--- config.mk ---
export PLATFORM = sky130hd
export DESIGN_NAME = sdpm_ctrl
export DESIGN_NICKNAME = d
export VERILOG_FILES = /design/src/sv/sdpm_pkg.sv /design/src/sv/sdpm_ctrl.sv
export SDC_FILE = /design/constraint.sdc
export NUM_CORES = 1
export LEC_CHECK = 0
export ABC_CLOCK_PERIOD_IN_PS = 1630
export BUFFER_PORTS_ARGS = -buffer_cell sky130_fd_sc_hd__buf_2
export CORE_AREA = 2 2 39 41
export CTS_CLUSTER_DIAMETER = 40
export CTS_CLUSTER_SIZE = 25
export DETAILED_ROUTE_END_ITERATION = 8
export DIE_AREA = 0 0 41 43
export SKIP_LAST_GASP = 1
export SLEW_MARGIN = 0
export SYNTH_ARGS = -nofsm -noshare
export SYNTH_HDL_FRONTEND = slang
export SYNTH_SLANG_ARGS = --single-unit
--- constraint.sdc ---
create_clock -name clk_i -period 1.63 [get_ports clk_i]
set_input_delay 0.163 -clock clk_i [delete_from_list [all_inputs] [get_ports clk_i]]
set_output_delay 0.163 -clock clk_i [all_outputs]
set_load 0.005 [all_outputs]
--- src/sv/sdpm_pkg.sv ---
// Shared types and codes for the sparse dot product merge unit.
package sdpm_pkg;

  // Operation codes carried in the mode field of an input word
  localparam logic [1:0] MODE_APPEND_A = 2'd0;
  localparam logic [1:0] MODE_APPEND_B = 2'd1;
  localparam logic [1:0] MODE_COMPUTE  = 2'd2;

  // Field widths fixed by the interface
  localparam int unsigned IN_INDEX_W = 16;
  localparam int unsigned VALUE_W    = 32;
  localparam int unsigned ACC_W      = 64;
  localparam int unsigned MATCH_W    = 9;

  // Commands from the controller to the datapath
  typedef struct packed {
    logic append_a;  // write the input word into store A
    logic append_b;  // write the input word into store B
    logic init;      // clear heads and accumulator for a new merge
    logic rd;        // read both heads
    logic cmp;       // compare heads, multiply on a match, advance
    logic finish;    // empty both stores and the drop flag
  } cmd_t;

  // Status from the datapath to the controller
  typedef struct packed {
    logic more;      // both heads still inside their stores
  } status_t;

endpackage

--- src/sv/sdpm_ctrl.sv ---
// Controller: sequences appends, the merge step (read state, then compare state) and the result word.
module sdpm_ctrl (
  input  logic              clk_i,
  input  logic              rst_ni,
  input  logic              start_i,
  input  logic [1:0]        mode_i,
  input  sdpm_pkg::status_t status_i,
  output sdpm_pkg::cmd_t    cmd_o,
  output logic              busy_o,
  output logic              done_o
);

  typedef enum logic [3:0] {
    ST_IDLE = 4'b0001,
    ST_RD   = 4'b0010,
    ST_CMP  = 4'b0100,
    ST_DONE = 4'b1000
  } state_e;

  state_e state_q, state_d;

  // Next state and commands
  always_comb begin
    state_d = state_q;
    cmd_o   = '0;
    unique case (state_q)
      ST_IDLE: begin
        if (start_i) begin
          priority if (mode_i == sdpm_pkg::MODE_APPEND_A) begin
            cmd_o.append_a = 1'b1;
          end else if (mode_i == sdpm_pkg::MODE_APPEND_B) begin
            cmd_o.append_b = 1'b1;
          end else if (mode_i == sdpm_pkg::MODE_COMPUTE) begin
            cmd_o.init = 1'b1;
            state_d    = ST_RD;
          end else begin
            // unused mode: drop the word
            state_d = ST_IDLE;
          end
        end
      end
      ST_RD: begin
        if (status_i.more) begin
          cmd_o.rd = 1'b1;
          state_d  = ST_CMP;
        end else begin
          state_d = ST_DONE;
        end
      end
      ST_CMP: begin
        cmd_o.cmp = 1'b1;
        state_d   = ST_RD;
      end
      ST_DONE: begin
        cmd_o.finish = 1'b1;
        state_d      = ST_IDLE;
      end
      default: begin
        state_d = ST_IDLE;
      end
    endcase
  end

  always_ff @(posedge clk_i or negedge rst_ni) begin
    if (!rst_ni) begin
      state_q <= ST_IDLE;
    end else begin
      state_q <= state_d;
    end
  end

  assign busy_o = (state_q != ST_IDLE);
  assign done_o = (state_q == ST_DONE);

endmodule

==> flow_summary.yaml, run 1 <==
outcome:
  status: "finished, violations left"
  violations: "negative setup slack"
cts:
  clk_latency_ns: 0.24
  htreeDepth: 1
  clkTransAtPathRegs_ns: 0.03
  cts_tree: "yes"
  tritoncts.num_buffers: 3
  cts-root-buf: "clkbuf_4"
  cts_max_path_buffers: 2
  cts_sinks: 4
timing:
  tightestPinTransition_ns: 0.4103
  hold_viol_final: 0
  finalSetupViolCount: 4
  layout_setup_ws_ns: -0.1678
  final_period_minus_worst_setup_slack_ns: 1.798
  post-route-period-util_pct: 110.3
  grt_setup_unrepaired: "yes"
  finalMaxSlewViolations: 0
  fin_skew_ns: 0.007542
  relSlewSlack_pct: 72.26
  fmax_mhz: 556.2
setup_path:
  cp_slowest_cell: "dfstp_2"
  path_cells: "or3b_4, nor2_4, inv_2, nor4b_2, buf_2"
  endpoint_kind: "output port"
  rr_endpoint: "state_q[1]"
  rrSetupSlack_ns: 0.01
  cp-start-kind: "register"
  worstPathArrival_ns: 1.63
  worst-r2r-cell-count: 7
  max_stage_delay_ns: 0.51
  critPathMaxFanout: 3
  crit_family: "simple AND/OR/NAND/NOR gates"
  worstPathRequired_ns: 1.47
  path_buf_inv: 2
  path_class: "register to output port"
  r2r_start: "state_q[0]"
job:
  cap_violations: 0
pwr:
  power.density_mw_per_mm2: 853.9
  switching_power_uw: 92.88
  p_clk_share_pct: 37.0
  comb_power_share_pct: 32.4
  finalPower_uw: 361.1
  leakage_uw: 0.0002069
  p_seq_share_pct: 30.6
  ir_worst_vdd_uv: 324.0
  swShare_pct: 25.72
  p_int_uw: 268.3
place:
  port_buffers: 13
  hpwl_microns: 483.5
  postPlaceCellArea_sq_um: 350.3
  finalWeightedCongestion: 0.6666
  pre_cts_slack_ns: -0.007907
  dp_cells: 56
die:
  die_w_microns: 41
  io_pins: 14
  core-area_sq_mm: 0.001384
  rows: 14
  die_height_microns: 43
  start_util_pct: 18.08
  design.die.area_sq_mm: 0.001763
synthesis:
  synthesis.nets: 31
  ys_types: 17
  seq_area_frac_synth_pct: 40.50
  yosys_warnings: 0
  synth_top_cell_by_area: "dfrtp_1"
  synthCells: 25
  ys_ff_latch: 4
  yosysTopAreaCellShare_pct: 30.00
  synth_area_sq_um: 250.2
  ys_top_cells_by_area: "dfrtp_1 30%, dfstp_2 11%, nor4b_1 7.0%"
  postSynthAreaPerCell_sq_um: 10.01
global_route:
  grt_overflow: 0
  grt_pass1_vias: 236
  antenna_found_initial: 0
  grt_max_degree: 7
  grt_use_total_pct: 7.685
  grt_pass1_wl_microns: 848
route:
  drtIter0Drc: 0
  wl_per_cell_microns: 9.921
  drt_wl_total_microns: 625
  dr_total_vias: 260
  drc_errors: 0
  ant_nets: 0
  vias_per_cell: 4.127
  first_pass_iters: 1
hold_path:
  hold_path_depth: 2
  min_to: "state_q[3]"
  hp-start: "status_i"
  hold_class: "input port to register"
final_layout:
  top_register: "state_q"
  largestRegisters: "state_q (4)"
  final_area_sq_um: 422.9
  fin_cells: 63
  num-fill-cells: 157
  drive_above_1_share_pct: 57.45
  largest_register_ffs: 4
  final_nets: 54
  final_common_cell: "buf_2"
  final_cell_mix: "12 x buf_2, 4 x buf_4, 3 x clkbuf_4, 3 x buf_6, 3 x dfrtp_1"
  area_delta_synth_final_pct: 69.00
  antennaDiodeCount: 0
metal layers:
layer / part of all wire (%) / vias up / track usage [%]
met2: 54 / 9 / 11.88
met1: 38 / 116 / 7.566
met4: 0 / 0 / 8.000
met5: 0 / - / 0
li1: - / 135 / -
met3: 7.8 / 0 / 1.571
stage by stage:
| step | util (%) | TNS, ns | hold WS, ns |
|---|---|---|---|
| 2_1_floorplan | - | 0 | -0.1326 |
| 3_3_place_gp | 25.32 | 0 | -0.03211 |
| 3_5_place_dp | 25.32 | -0.007907 | -0.03135 |
| 4_1_cts | 29.48 | -0.6279 | 0.1200 |
| 5_1_grt | 30.56 | -0.9406 | 0.1406 |
| 6_report | 30.56 | -0.5999 | 0.1258 |
repair_timing:
| item | in CTS | in global routing |
|---|---|---|
| hold endpoints to repair | 4 | 0 |
| setup buffers | 1 | 1 |
| cloned | 0 | 0 |
| resized for setup | 3 | 2 |
| pin swaps | 2 | 1 |
| hold buffers | 1 | 0 |
| setup endpoints to repair | 4 | 4 |
cell families after synthesis:
group | share of synthesized area [%]
flops | 40.50
xor+xnor | 3.501
compound gates | 7.001
buf+inv | 7.497
simple gates | 41.50
synthesized netlist by cell type:
cell,number
dfrtp_1,3
nor2_2,1
o32ai_1,1
nor2_1,2
inv_2,1
nor3_1,2
a2bb2oi_1,1
nand2b_1,1
xnor2_1,1
nand2_1,2
or3b_1,1
buf_4,2
and4b_1,1
nor3b_1,2
nor4b_2,1
dfstp_2,1
nor4b_1,2
layout make-up:
class	instances	area, sq um	share of cell area [%]
Clock buffer	4	26.28	6.213
Inverter	1	3.754	0.8876
Multi-Input combinational cell	18	137.6	32.54
Sequential cell	4	101.3	23.96
Tap cell	16	20.02	4.734
Timing Repair Buffer	20	133.9	31.66
power groups by stage:
stage          clock network [uW]  logic (uW)  registers (uW)
4_1_cts                       143         106             110
5_1_grt                       143         128             111
3_5_place_dp                    0        81.5             111
2_1_floorplan                   0        36.9             115
6_report                      134         117             110
3_3_place_gp                    0        78.9             111
how the worst max path moves through the flow:
| stage | cells past startpoint | to | from | slack [ns] |
|---|---|---|---|---|
| 2_1_floorplan | 4 | cmd_o[5] | state_q[0] | 0.08 |
| 4_1_cts | 5 | cmd_o[4] | state_q[0] | -0.19 |
| 3_5_place_dp | 5 | cmd_o[5] | state_q[0] | -0.008 |
| 3_3_place_gp | 5 | cmd_o[5] | state_q[0] | 0.02 |
| 6_report | 5 | cmd_o[5] | state_q[0] | -0.17 |
| 5_1_grt | 5 | cmd_o[5] | state_q[0] | -0.24 |
worst register-to-register path: stages, from the launching register on:
cell and delay, ns:
dfstp_2 0.51, or3b_4 0.39, nor2_4 0.11, inv_2 0.06, buf_4 0.13, buf_6 0.10
nor2_1 0.08, a2bb2oi_1 0.16
Power figures use the tool's default switching activity.
==> inputs of run 2 (changes only) <==
--- a/config.mk
+++ b/config.mk
@@ -7,11 +7,14 @@
 export LEC_CHECK = 0
 export ABC_CLOCK_PERIOD_IN_PS = 1630
 export BUFFER_PORTS_ARGS = -buffer_cell sky130_fd_sc_hd__buf_2
+export CELL_PAD_IN_SITES_DETAIL_PLACEMENT = 0
+export CELL_PAD_IN_SITES_GLOBAL_PLACEMENT = 1
 export CORE_AREA = 2 2 39 41
 export CTS_CLUSTER_DIAMETER = 40
 export CTS_CLUSTER_SIZE = 25
 export DETAILED_ROUTE_END_ITERATION = 8
 export DIE_AREA = 0 0 41 43
+export PLACE_DENSITY_LB_ADDON = 0.1
 export SKIP_LAST_GASP = 1
 export SLEW_MARGIN = 0
 export SYNTH_ARGS = -nofsm -noshare
==> run 2 against run 1 <==
  * The run still ends with negative setup slack left
  * Worst setup slack got worse by 0.017 ns
  * Via count rose by 3.1%
  * Clock skew barely moved
  * Combinational power fell by 15%
  * Fmax fell by 0.91%
  * Critical path depth did not move
  * Power fell by 5.8%
  * Largest cell class unchanged
==> flow_summary.yaml, run 2 (synthesis gave the netlist of run 1 again) <==
global_route:
  grt_pass1_vias: 252
  grt_overflow: 0
  antenna_found_initial: 0
  grt_use_total_pct: 7.980
  grt_pass1_wl_microns: 903
  grt_max_degree: 7
die:
  rows: 14
  io_pins: 14
  design.die.area_sq_mm: 0.001763
  die_height_microns: 43
  die_w_microns: 41
  core-area_sq_mm: 0.001384
  start_util_pct: 18.08
final_layout:
  num-fill-cells: 160
  top_register: "state_q"
  largest_register_ffs: 4
  final_nets: 53
  seq_area_sq_um: 101.3
  final_cell_mix: "13 x buf_2, 5 x buf_4, 3 x clkbuf_4, 3 x dfrtp_1"
  antennaDiodeCount: 0
  final_common_cell: "buf_2"
  drive_above_1_share_pct: 58.70
  multi_input_area_sq_um: 142.6
  area_delta_synth_final_pct: 62.50
  fin_cells: 62
  largestRegisters: "state_q (4)"
  final_area_sq_um: 406.6
route:
  vias_per_cell: 4.323
  first_pass_iters: 1
  drtIter0Drc: 0
  drc_errors: 0
  drt_wl_total_microns: 624
  wl_per_cell_microns: 10.06
  dr_total_vias: 268
  ant_nets: 0
hold_path:
  hp-start: "status_i"
  hold_class: "input port to register"
  hold_path_depth: 2
setup_path:
  rrSetupSlack_ns: 0.20
  endpoint: "cmd_o[5]"
  worstPathArrival_ns: 1.65
  cp-start-kind: "register"
  path_cells: "or3b_4, nor2_4, inv_2, nor4b_2, buf_2"
  critPathMaxFanout: 4
  rr_endpoint: "state_q[1]"
  worstPathRequired_ns: 1.47
  critPathLaunch: "state_q[0]"
  r2r_start: "state_q[0]"
  endpoint_kind: "output port"
  path_class: "register to output port"
  crit_family: "simple AND/OR/NAND/NOR gates"
  path_depth: 5
  cp_slowest_cell: "dfstp_2"
  path_buf_inv: 2
  max_stage_delay_ns: 0.51
  worst-r2r-cell-count: 5
place:
  hpwl_microns: 483.8
  finalWeightedCongestion: 0.6624
  postPlaceCellArea_sq_um: 350.3
  port_buffers: 13
  dp_cells: 56
cts:
  cts-root-buf: "clkbuf_4"
  cts_max_path_buffers: 2
  cts_tree: "yes"
  clk_latency_ns: 0.23
  tritoncts.num_buffers: 3
  htreeDepth: 1
  cts_sinks: 4
  clkTransAtPathRegs_ns: 0.04
outcome:
  status: "finished, violations left"
  violations: "negative setup slack"
timing:
  tightestPinTransition_ns: 0.4437
  fmax_mhz: 551.2
  final_period_minus_worst_setup_slack_ns: 1.814
  relSlewSlack_pct: 70.00
  grt_setup_unrepaired: "yes"
  layout_setup_ws_ns: -0.1844
  hold_viol_final: 0
  post-route-period-util_pct: 111.3
  fin_skew_ns: 0.007253
  finalMaxSlewViolations: 0
  finalSetupViolCount: 3
pwr:
  leakage_uw: 0.0001981
  ir_worst_vdd_uv: 360.7
  power.density_mw_per_mm2: 836.6
job:
  cap_violations: 0
-- run 2: changes by cell type in the layout (fill, tap and decap cells not counted), sizes merged --
cell / before / now
buf: 19 / 18
-- run 2: worst min path at each step --
stage | endpoint | slack (ns)
CTS | state_q[3] | 0.10
finish | state_q[3] | 0.11
global placement | state_q[1] | -0.03
global route | state_q[3] | 0.11
floorplan | state_q[1] | -0.13
detailed placement | state_q[1] | -0.03
-- run 2: what timing repair did --
| action | in CTS | in global routing |
|---|---|---|
| setup buffers | 0 | 1 |
| pin swaps | 3 | 3 |
| setup endpoints to repair | 3 | 4 |
| hold buffers | 1 | 0 |
| resized for setup | 3 | 0 |
| hold endpoints to repair | 4 | 0 |
-- run 2: through the flow --
stage / utilization, % / hold slack [ns] / setup TNS, ns / setup slack [ns] / total power [uW]
final: 29.39 / 0.1068 / -0.5110 / -0.1844 / 340.2
after global routing: 29.39 / 0.1070 / -0.7750 / -0.2915 / 363.1
after CTS: 28.84 / 0.1020 / -0.4697 / -0.1977 / 342.6
after detailed placement: 25.32 / -0.03203 / 0 / 0.02083 / 192.7
after global placement: 25.32 / -0.03274 / 0 / 0.02959 / 191.1
after floorplan: - / -0.1326 / 0 / 0.07613 / 151.8
-- run 2: cell type report --
class	count	area share (%)
inverter	1	0.9231
clock buffer	4	6.462
sequential	4	24.92
timing repair buffer	19	27.69
tap	16	4.923
multi-input combinational	18	35.08
-- run 2: report_power, final --
group	leakage (uW)	switching, uW	total (uW)	internal (uW)
registers	0.0000517	3.27	110	107
logic	0.000131	46.2	99.1	53.0
clock network	0.0000150	39.1	131	91.7
-- run 2: routing by layer --
layer,track usage [%],vias up,routed length (microns)
met2,10.63,6,334
met4,8.000,0,0
met5,0,-,0
met3,1.571,0,25
li1,-,133,-
met1,9.836,129,264
